File: src/rtl/core/assert_macros.svh
// assertion helpers for the core rtl
`ifndef ASSERT_MACROS_SVH
`define ASSERT_MACROS_SVH

`ifndef ASSERT_OFF
// clocked check, disabled while reset is held
`define ASSERT_CLK(label, clk, rst_n, prop) \
  label: assert property (@(posedge clk) disable iff (!rst_n) (prop)) \
    else $error("assertion failed");
// clocked check that also holds during reset
`define ASSERT_ALWAYS(label, clk, prop) \
  label: assert property (@(posedge clk) (prop)) \
    else $error("assertion failed");
`else
`define ASSERT_CLK(label, clk, rst_n, prop)
`define ASSERT_ALWAYS(label, clk, prop)
`endif

`endif

File: src/rtl/core/itc_pkg.sv
`default_nettype none

package itc_pkg;

  localparam int NUM_CHAN = 2;

  // transaction kinds
  localparam logic [1:0] KIND_WRITE = 2'd0;
  localparam logic [1:0] KIND_READ  = 2'd1;
  localparam logic [1:0] KIND_TICK  = 2'd2;

  // port offsets
  localparam logic [1:0] PORT_CNT0 = 2'd0;
  localparam logic [1:0] PORT_CNT1 = 2'd1;
  localparam logic [1:0] PORT_CNT2 = 2'd2;
  localparam logic [1:0] PORT_CTRL = 2'd3;

  // control word select field
  localparam logic [1:0] SEL_CNT0     = 2'd0;
  localparam logic [1:0] SEL_CNT1     = 2'd1;
  localparam logic [1:0] SEL_CNT2     = 2'd2;
  localparam logic [1:0] SEL_READBACK = 2'd3;

  // access field: latch-only command
  localparam logic [1:0] ACCESS_LATCH = 2'd0;
  // access field as reported in status
  localparam logic [1:0] ACCESS_TWO_BYTES = 2'd3;

  // per channel: bus port, control select and read-back select bit
  localparam logic [1:0] CHAN_PORT  [NUM_CHAN] = '{PORT_CNT0, PORT_CNT2};
  localparam logic [1:0] CHAN_SEL   [NUM_CHAN] = '{SEL_CNT0, SEL_CNT2};
  localparam logic [2:0] CHAN_RB_BIT[NUM_CHAN] = '{3'd1, 3'd3};

  typedef struct packed {
    logic [15:0] live;
    logic [15:0] reload;
    logic [7:0]  low_hold;
    logic [2:0]  mode;
    logic        out_lvl;
    logic        wr_high;
    logic        load_pend;
    logic        null_cnt;
    logic [15:0] lat_cnt;
    logic        cnt_lat;
    logic [7:0]  lat_stat;
    logic        stat_lat;
    logic        rd_high;
  } chan_state_t;

  localparam chan_state_t CHAN_RESET = '{
    live: 16'd0, reload: 16'd0, low_hold: 8'd0, mode: 3'd0,
    out_lvl: 1'b1, wr_high: 1'b0, load_pend: 1'b0, null_cnt: 1'b1,
    lat_cnt: 16'd0, cnt_lat: 1'b0, lat_stat: 8'd0, stat_lat: 1'b0,
    rd_high: 1'b0
  };

endpackage

`default_nettype wire

File: src/rtl/core/interval_timer_two_channel_unit.sv
// two-channel interval timer, 8254-style subset (counters 0 and 2,
// binary two-byte access, rate generator and square wave modes)
//
// input channel: one transaction per bus write, bus read or timer tick;
// in_tuser carries the kind, in_tdata the port offset and write byte.
// output channel: exactly one result transaction per input transaction,
// carrying the read byte (zero unless a counter port was read) and the
// two counter output levels after the input has taken effect.
//
// state updates at the accepting edge and the result sits in the output
// register on the next cycle. throughput is one transaction per cycle
// while out_tready keeps up; the output register frees in the same
// cycle it is taken, so in_tready only drops while a result waits and
// out_tready is low.
//
// reset (rst_n low, synchronous) returns both counters to their idle
// state: mode 0 (holding), output high, null count set, nothing
// latched, and empties the output register.
`default_nettype none
`include "assert_macros.svh"

module interval_timer_two_channel_unit
  import itc_pkg::*;
(
  input  wire logic        clk,
  input  wire logic        rst_n,
  input  wire logic        in_tvalid,
  output      logic        in_tready,
  input  wire logic [15:0] in_tdata,   // [1:0] port, [9:2] write_data, rest zero
  input  wire logic [1:0]  in_tuser,   // [1:0] kind
  output      logic        out_tvalid,
  input  wire logic        out_tready,
  output      logic [15:0] out_tdata   // [7:0] read_data, [8] out_zero, [9] out_two
);

  chan_state_t st_r  [NUM_CHAN];
  chan_state_t st_nxt[NUM_CHAN];

  logic        out_valid_r;
  logic [9:0]  out_data_r;
  logic [9:0]  out_data_nxt;
  logic [7:0]  rd_nxt;

  logic        in_accept;
  logic [1:0]  in_kind;
  logic [1:0]  in_port;
  logic [7:0]  in_wdata;

  assign in_kind  = in_tuser;
  assign in_port  = in_tdata[1:0];
  assign in_wdata = in_tdata[9:2];

  // output register frees when taken, so a new transaction can enter
  assign in_tready = !out_valid_r || out_tready;
  assign in_accept = in_tvalid && in_tready;

  assign out_tvalid = out_valid_r;
  assign out_tdata  = {6'd0, out_data_r};

  // status byte: output, null count, access, mode as written, binary
  function automatic logic [7:0] status_of(input chan_state_t s);
    return {s.out_lvl, s.null_cnt, ACCESS_TWO_BYTES, s.mode, 1'b0};
  endfunction

  // one input clock on one counter; mode[1] clear means an unsupported
  // mode, mode[0] selects square wave (modes 6 and 7 alias to 2 and 3)
  function automatic chan_state_t tick_chan(input chan_state_t s);
    chan_state_t n;
    logic [15:0] step;
    n    = s;
    step = s.live[0] ? (s.out_lvl ? 16'd1 : 16'd3) : 16'd2;
    if (!s.mode[1]) begin
      n.out_lvl = 1'b1;
    end else if (s.load_pend) begin
      // new count taken on this tick
      n.live      = s.reload;
      n.load_pend = 1'b0;
      n.null_cnt  = 1'b0;
      if (!s.mode[0]) n.out_lvl = (s.reload != 16'd1);
    end else if (!s.null_cnt) begin
      if (!s.mode[0]) begin
        // rate generator: low for the one tick where count is one
        n.live    = (s.live == 16'd1) ? s.reload : s.live - 16'd1;
        n.out_lvl = (n.live != 16'd1);
      end else begin
        // square wave: step by two, odd counts stretch the high half
        if (s.live != 16'd0 && s.live <= step) begin
          n.out_lvl = !s.out_lvl;
          n.live    = s.reload;
        end else begin
          n.live = s.live - step;
        end
      end
    end
    return n;
  endfunction

  always_comb begin
    rd_nxt = 8'd0;
    for (int c = 0; c < NUM_CHAN; c++) begin
      st_nxt[c] = st_r[c];
      unique case (in_kind)
        KIND_WRITE: begin
          if (in_port == PORT_CTRL) begin
            if (in_wdata[7:6] == SEL_READBACK) begin
              if (in_wdata[CHAN_RB_BIT[c]]) begin
                // a latch already held and not read is left alone
                if (!in_wdata[5] && !st_r[c].cnt_lat) begin
                  st_nxt[c].lat_cnt = st_r[c].live;
                  st_nxt[c].cnt_lat = 1'b1;
                end
                if (!in_wdata[4] && !st_r[c].stat_lat) begin
                  st_nxt[c].lat_stat = status_of(st_r[c]);
                  st_nxt[c].stat_lat = 1'b1;
                end
              end
            end else if (in_wdata[7:6] != SEL_CNT1 && in_wdata[5:4] != ACCESS_LATCH &&
                         in_wdata[7:6] == CHAN_SEL[c]) begin
              // program mode, counter holds until a full count arrives
              st_nxt[c].mode      = in_wdata[3:1];
              st_nxt[c].out_lvl   = 1'b1;
              st_nxt[c].null_cnt  = 1'b1;
              st_nxt[c].load_pend = 1'b0;
              st_nxt[c].wr_high   = 1'b0;
              st_nxt[c].rd_high   = 1'b0;
            end
          end else if (in_port == CHAN_PORT[c]) begin
            if (!st_r[c].wr_high) begin
              st_nxt[c].low_hold = in_wdata;
              st_nxt[c].wr_high  = 1'b1;
            end else begin
              st_nxt[c].reload    = {in_wdata, st_r[c].low_hold};
              st_nxt[c].wr_high   = 1'b0;
              st_nxt[c].load_pend = 1'b1;
              st_nxt[c].null_cnt  = 1'b1;
            end
          end
        end
        KIND_READ: begin
          if (in_port == CHAN_PORT[c]) begin
            if (st_r[c].stat_lat) begin
              rd_nxt             = st_r[c].lat_stat;
              st_nxt[c].stat_lat = 1'b0;
            end else begin
              if (st_r[c].cnt_lat) begin
                rd_nxt = st_r[c].rd_high ? st_r[c].lat_cnt[15:8] : st_r[c].lat_cnt[7:0];
                if (st_r[c].rd_high) st_nxt[c].cnt_lat = 1'b0;
              end else begin
                rd_nxt = st_r[c].rd_high ? st_r[c].live[15:8] : st_r[c].live[7:0];
              end
              st_nxt[c].rd_high = !st_r[c].rd_high;
            end
          end
        end
        KIND_TICK: begin
          st_nxt[c] = tick_chan(st_r[c]);
        end
        default: begin
          // unused kind: no effect
        end
      endcase
    end
    out_data_nxt = {st_nxt[1].out_lvl, st_nxt[0].out_lvl, rd_nxt};
  end

  always_ff @(posedge clk) begin
    if (!rst_n) begin
      out_valid_r <= 1'b0;
      for (int c = 0; c < NUM_CHAN; c++) st_r[c] <= CHAN_RESET;
    end else begin
      if (in_accept) begin
        out_valid_r <= 1'b1;
        for (int c = 0; c < NUM_CHAN; c++) st_r[c] <= st_nxt[c];
      end else if (out_tready) begin
        out_valid_r <= 1'b0;
      end
    end
  end

  always_ff @(posedge clk) begin
    if (in_accept) out_data_r <= out_data_nxt;
  end

  // every accepted transaction shows a result on the next cycle
  `ASSERT_CLK(a_result_follows, clk, rst_n, (in_tvalid && in_tready) |=> out_tvalid)
  // a counter in an unsupported mode keeps its output high
  `ASSERT_CLK(a_hold_high0, clk, rst_n, !st_r[0].mode[1] |-> st_r[0].out_lvl)
  `ASSERT_CLK(a_hold_high1, clk, rst_n, !st_r[1].mode[1] |-> st_r[1].out_lvl)
  // a pending load always comes with null count set
  `ASSERT_CLK(a_pend_null0, clk, rst_n, st_r[0].load_pend |-> st_r[0].null_cnt)
  `ASSERT_CLK(a_pend_null1, clk, rst_n, st_r[1].load_pend |-> st_r[1].null_cnt)

endmodule

`default_nettype wire
File: config.mk
export PLATFORM = sky130hd
export DESIGN_NAME = interval_timer_two_channel_unit
export DESIGN_NICKNAME = d
export VERILOG_FILES = /design/src/rtl/core/itc_pkg.sv /design/src/rtl/core/interval_timer_two_channel_unit.sv
export VERILOG_INCLUDE_DIRS = /design/src /design/src/rtl/core
export SDC_FILE = /design/constraint.sdc
export NUM_CORES = 1
export LEC_CHECK = 0
export ABC_AREA = 0
export ABC_CLOCK_PERIOD_IN_PS = 2700
export BUFFER_PORTS_ARGS = -buffer_cell sky130_fd_sc_hd__clkbuf_2
export CAP_MARGIN = 20
export CORE_UTILIZATION = 56
export CTS_CLUSTER_SIZE = 10
export DETAILED_ROUTE_END_ITERATION = 10
export GPL_TIMING_DRIVEN = 0
export PLACE_DENSITY = 0.76
export SYNTH_ARGS = -nofsm -noshare
export SYNTH_HDL_FRONTEND = slang
export SYNTH_SLANG_ARGS = --single-unit
File: constraint.sdc
create_clock -name clk -period 2.7 [get_ports clk]
set_input_delay 0 -clock clk [delete_from_list [all_inputs] [get_ports clk]]
set_output_delay 0 -clock clk [all_outputs]
set_load 0.02 [all_outputs]
==> impl_metrics.toml, run 1 <==
[pwr]
internal_power_mw = 4.522
switchingPower_mw = 1.727
power_frac_comb = 0.158
power_frac_clock = 0.380
p_leak_nw = 3.988
ir_worst_vdd_v = 0.0006684
pwr_density_cell_nw_per_um2 = 587.5
p_total_mw = 6.249
p_sw_frac = 0.2764
p_seq_frac = 0.462

[timing]
skew_ns = 0.007594
fin_crit_ns = 2.751
finalHoldViolations = 0
finalCritPeriodShare = 1.019
final_max_slew_viol_count = 0
setup_viol = 2
hold_ws_ns = 0.02925
setup_slack_ns = -0.05068
worst_slew_pin_slew_ns = 1.018
max-slew-margin-rel = 0.3214
max_freq_ghz = 0.3635
rsz0062_at_grt = "yes"

[die]
initial_core_util = 0.5744
io_pins = 40
die-area_um2 = 16810
die_w_um = 129.6
num_rows = 46
core_um2 = 15890
die_h_um = 129.6

[placed_design]
hpwlAfterDp_um = 18910
routabilityCongestion = 0.9921
place_area_um2 = 9597
io_buffers = 25

[global_routing]
grt_max_degree = 20
grt_overflow = 0
gr-usage-all-layers = 0.3283
grt_pass1_vias = 6983
antenna_found_initial = 0
grt_pass1_wl_um = 40160

[hold_path]
hp-start = "rst_n"
holdPathStages = 2
min_path_type = "in -> reg"
min_to = "st_r[0][102]"

[synthesis]
synth_flop_cell = "edfxtp_1"
synthArstFlopShare = 0
synth_edf_count = 154
yosysSeqAreaShare = 0.5091
synth.lib_cells_used.distinct = 69
yosysWarnings = 0
syn_inst = 870
netlist_area_um2 = 9124
synth_area_per_cell_um2 = 10.49
synth-seq-cells = 155

[critical_path]
crit_arrival_ns = 3.01
r2r-start = "st_r[0][60]"
cp-start-kind = "flop"
crit_path_max_fanout = 9
end_kind = "flop"
critical_path_class = "reg -> reg"
reg2reg_to = "st_r[0][30]"
worstPathCellList = "buf_2 > nor3_1 > nand3_1 > o21ai_0 > a21oi_1 > nor3b_1 > o2111a_2 > o31ai_1"
max_stage_delay_ns = 0.73
reg2reg_depth = 8
rrSetupSlack_ns = -0.05
cp_slowest_cell = "nor3_1"
worst_ep_required_time_ns = 2.96

[clock_tree]
clock-sinks = 155
htree_levels = 4
clockBufferDepth = 2
cts_tree = "done"
cts_inserted_buffers = 17
clkLatencyLatePin_ns = 0.42
clkTransAtPathRegs_ns = 0.06
cts_root_buffer = "clkbuf_16"

[detailed_routing]
drt_pass1_iterations = 6
vias = 7713
via_per_inst = 6.531
wl_um = 27410
wl_per_cell_um = 23.21
drtIter0Drc = 1241
drc = 0
final_antenna_net_count = 0

[flow_run]
maxCapViolCount = 0

[final_layout]
stdcell_area_um2 = 10640
area_growth_pct = 16.58
fill_cells = 1257
drive_gt1_frac = 0.1855
antennaDiodeCount = 0
layout.nets = 988

[status]
status = "finished with violations"
violations = "setup timing"
==> power groups by stage <==
| stage | Clock, mW | Sequential, mW | Combinational, mW |
|---|---|---|---|
| 2_1_floorplan | 0 | 2.90 | 0.615 |
| 3_3_place_gp | 0 | 2.93 | 0.858 |
| 3_5_place_dp | 0 | 2.93 | 0.875 |
| 4_1_cts | 2.36 | 2.88 | 0.915 |
| 5_1_grt | 2.45 | 2.90 | 1.05 |
| 6_report | 2.38 | 2.89 | 0.988 |
==> what timing repair did <==
item	in CTS	in global routing
endpoints found under the setup margin	72	84
pin swaps	7	4
hold buffers	2	0
resized for setup	20	29
hold endpoints to repair	1	0
setup buffers	15	15
==> logic make-up (layout without fill, tap and decap cells) <==
group                    Yosys count  after routing  synth area share
AO/OA/AOI/OAI                    170            170            0.1171
XOR/XNOR                          51             51           0.04896
adder cells (fa/ha/maj)           13             13           0.01783
buffers and inverters             95            185           0.04498
flip-flops                       155            155            0.5091
multiplexers                      31             31           0.05691
other                              1              6         0.0004110
AND/OR/NAND/NOR                  354            354            0.2047
==> metrics by stage <==
| stage | setup WS [ns] | utilization | instances | setup TNS (ns) |
|---|---|---|---|---|
| floorplan | 0.03374 | - | 875 | 0 |
| global placement | -0.9652 | 0.6007 | 1116 | -45.63 |
| detailed placement | -0.5595 | 0.6041 | 1119 | -16.46 |
| CTS | -0.02945 | 0.6541 | 1166 | -0.05643 |
| global route | -0.1148 | 0.6696 | 1181 | -0.2810 |
| finish | -0.05068 | 0.6696 | 1181 | -0.09259 |
==> synthesized netlist by cell type (15+ instances only) <==
cell type	count	area (µm²)
edfxtp_1	154	4624
nor2_1	94	352.8
nand2_1	70	262.8
a21oi_1	67	335.3
and3_1	58	362.9
clkbuf_1	42	157.7
nor3_1	29	145.1
xnor2_1	29	254.0
o21ai_0	26	130.1
inv_1	24	90.09
nand3_1	24	120.1
xor2_1	22	192.7
o211ai_1	20	150.1
mux4_2	16	360.4
nor4_1	15	93.84
==> cell type report <==
| type | count | area [µm²] | share of cell area |
|---|---|---|---|
| Multi-Input combinational cell | 625 | 4307 | 0.4049 |
| Inverter | 25 | 93.84 | 0.008822 |
| Timing Repair Buffer | 60 | 412.9 | 0.03882 |
| Sequential cell | 155 | 4644 | 0.4367 |
| Clock inverter | 13 | 143.9 | 0.01353 |
| Tap cell | 216 | 270.3 | 0.02541 |
| Buffer | 69 | 335.3 | 0.03153 |
| Clock buffer | 18 | 429.2 | 0.04035 |
==> flip-flops by register name, summed over array words and instances, names as in the netlist <==
register	count
st_r	144
out_data_r	10
out_tvalid	1
==> worst max-delay path: cells and delay by family (launching register included) <==
family                 cells  cell delay (ns)
DFF                        1             0.36
buffers and inverters      1             0.22
AOI/OAI and AO/OA          4             0.84
and+or+nand+nor            3             1.15
==> layout by cell type (no fill, tap or decap), drive strengths merged, types with 20 or more instances in the layout <==
cell / netlist / routed
xnor2: 29 / 29
o211ai: 20 / 20
nand2: 70 / 70
o21ai: 26 / 26
and3: 58 / 58
nand3: 25 / 25
xor2: 22 / 22
edfxtp: 154 / 154
nor3: 29 / 29
inv: 24 / 27
clkbuf: 42 / 87
a21oi: 67 / 67
nor2: 94 / 94
buf: 28 / 58
==> routing by layer <==
metal | part of all wire | wire, µm | global-route usage
met2 | 0.47 | 13020 | 0.5266
met1 | 0.38 | 10360 | 0.4383
met3 | 0.10 | 2870 | 0.04748
met5 | 0 | 0 | 0
met4 | 0.042 | 1157 | 0.1642
==> worst max path at each step <==
stage / from / to / slack [ns]
detailed placement: st_r[0][132] / st_r[0][104] / -0.56
global route: st_r[0][64] / st_r[0][30] / -0.11
CTS: st_r[0][147] / st_r[0][104] / -0.03
global placement: st_r[0][102] / st_r[0][134] / -0.97
finish: st_r[0][60] / st_r[0][30] / -0.05
floorplan: out_tvalid / st_r[0][42] / 0.03
No activity file was read; power rests on OpenSTA's default activity.
==> inputs of run 2 (changes only) <==
Settings changed: ABC_AREA 0 to 1, CORE_UTILIZATION 56 to 57, PLACE_DENSITY 0.76 to 0.77.
==> impl_metrics.toml, run 2 <==
[status]
status = "finished clean"

[critical_path]
cp_top_family = "simple AND/OR/NAND/NOR gates"
crit_arrival_ns = 2.77
r2r-start = "st_r[0][58]"
critical_path_buf_inv_count = 1
max_stage_delay_ns = 0.54
critical_path_class = "reg -> reg"
cp-start-kind = "flop"
cp_slowest_cell = "edfxtp_1"
crit_path_max_fanout = 10
crit_start = "st_r[0][58]"
worst_ep_required_time_ns = 2.88
cp_common_cell = "nand2_1"
worstPathCellList = "nand2_1 > ha_1 > inv_1 > a211oi_2 > nand3_2 > xor2_1 > a21oi_1 > nand2_1 > nand2_1 > nand2_1 > nand2_1 > nand2_1"
end_kind = "flop"

[timing]
finalSetupTns_ns = 0
max-slew-margin-rel = 0.4685
hold_ws_ns = 0.05494
worst_slew_pin_slew_ns = 0.7972
fin_crit_ns = 2.598
max_freq_ghz = 0.3850
finalHoldViolations = 0
skew_ns = 0.008535
setup_viol = 0
finalCritPeriodShare = 0.9621
rsz0062_at_grt = "yes"
final_max_slew_viol_count = 0
setup_slack_ns = 0.1023

[synthesis]
synth_adder_area_share = 0.01711
synth.lib_cells_used.distinct = 48
yosysMostFrequentCell = "nand2_1"
synthArstFlopShare = 0
synth-compound-area-share = 0.1313
yosysTopAreaCellShare = 0.4864
synth_commonest_cells = "nand2_1 (245), nor2_1 (200), edfxtp_1 (154)"
netlist_area_um2 = 9508
synth-simple-area-share = 0.2594
synth_edf_count = 154
synth_area_per_cell_um2 = 8.037
yosys.area_share.xor_xnor = 0.02395
synth-seq-cells = 155
ys_top_cells_by_area = "edfxtp_1 (49%), nand2_1 (9.7%), nor2_1 (7.9%)"
syn_inst = 1183
synth_top_family_by_area = "simple AND/OR/NAND/NOR gates"
yosysWarnings = 0
synth_flop_cell = "edfxtp_1"
muxShareOfSynthArea = 0.001053
yosysSeqAreaShare = 0.4885
synth_top_cell_by_area = "edfxtp_1"

[pwr]
ir_worst_vdd_v = 0.0004854
pwr_density_cell_nw_per_um2 = 601.8
p_leak_nw = 4.489

[global_routing]
grt_max_degree = 17
use_met1 = 0.4758
grt_pass1_vias = 7919
grt_overflow = 0
antenna_found_initial = 0
gr-usage-all-layers = 0.3247
grt.busiest_layer = "met1"
grt_pass1_wl_um = 42790
met3_usage = 0.08179
met2_usage = 0.4719

[clock_tree]
cts_tree = "done"
cts_root_buffer = "clkbuf_16"
clkLatencyLatePin_ns = 0.44
cts_inserted_buffers = 17
htree_levels = 4
clkTransAtPathRegs_ns = 0.06
clockBufferDepth = 2
clock-sinks = 155

[detailed_routing]
via_per_inst = 5.970
wl_um = 27410
vias = 8871
drt_pass1_iterations = 7
final_antenna_net_count = 0
drc = 0
wl_per_cell_um = 18.44
drtIter0Drc = 1234

[final_layout]
stdcell_area_um2 = 10850
multi_input_area_um2 = 4289
final_common_cell = "nand2_1"
area_growth_pct = 14.15
layout.nets = 1292
top_register = "st_r"
final_cell_mix = "nand2_1 (240), nor2_1 (190), edfxtp_1 (154)"
drive_gt1_frac = 0.1102
largest_reg_flops = 144
antennaDiodeCount = 0
fill_cells = 1345
regArea_um2 = 4644

[die]
die-area_um2 = 17200
die_h_um = 131.2
io_pins = 40
die_w_um = 131.2
core_um2 = 16060
num_rows = 46
initial_core_util = 0.5921

[placed_design]
hpwlAfterDp_um = 20300
io_buffers = 27
routabilityCongestion = 0.9663
post-place-ws_ns = -0.08135
place_area_um2 = 10000

[flow_run]
maxCapViolCount = 0

[hold_path]
min_path_type = "in -> reg"
hp-start = "in_tdata[4]"
==> run 2: layout make-up <==
cell class | count | area share
Sequential cell | 155 | 0.4279
Multi-Input combinational cell | 849 | 0.3952
Inverter | 138 | 0.04796
Clock buffer | 18 | 0.03954
Timing Repair Buffer | 50 | 0.03021
Tap cell | 216 | 0.02490
Buffer | 46 | 0.02098
Clock inverter | 14 | 0.01326
==> run 2: cells by family after synthesis <==
kind of cell,count (synthesis)
flip-flops,155
buffers and inverters,184
AO/OA/AOI/OAI,219
XOR/XNOR,26
AND/OR/NAND/NOR,584
multiplexers,1
adder cells (fa/ha/maj),13
other,1
==> run 2: final timing paths <==
path	slack (ns)	cells past startpoint	endpoint
setup / recovery	0.10	12	st_r[0][30]
hold / removal	0.05	3	st_r[0][32]
hold reg to reg	0.56	2	st_r[0][79]
setup reg to reg	0.10	12	st_r[0][30]
==> run 2: timing repair <==
| action | 4_1_cts | 5_1_grt |
|---|---|---|
| hold buffers | 5 | 0 |
| resized for setup | 4 | 34 |
| pin swaps | 0 | 6 |
| hold endpoints to repair | 7 | 0 |
| endpoints found under the setup margin | 16 | 101 |
| setup buffers | 0 | 13 |
==> run 2: power breakdown <==
group,internal (mW),switching [mW],leakage [nW]
clock network,1.36,1.02,0.274
registers,2.84,0.137,1.56
logic,0.353,0.816,2.65
==> run 2: per-stage QoR <==
step | total power, mW | utilization | cells
6_report | 6.531 | 0.6759 | 1486
3_3_place_gp | 4.064 | 0.6197 | 1431
2_1_floorplan | 3.732 | - | 1188
3_5_place_dp | 4.089 | 0.6228 | 1436
4_1_cts | 6.430 | 0.6621 | 1473
5_1_grt | 6.754 | 0.6759 | 1486
==> run 2: metal layers <==
metal	share of wire	routed length, µm
met5	0	0
met4	0.019	529
met3	0.13	3452
met2	0.43	11850
met1	0.42	11580
==> run 2: worst reg2reg max path, stage by stage, from the launching register on <==
cell and delay [ns]:
edfxtp_1 0.54, nand2_1 0.14, ha_1 0.33, inv_1 0.08, a211oi_2 0.25, nand3_2 0.26, xor2_1 0.22, a21oi_1 0.17
nand2_1 0.09, nand2_1 0.06, nand2_1 0.05, nand2_1 0.10, nand2_1 0.05
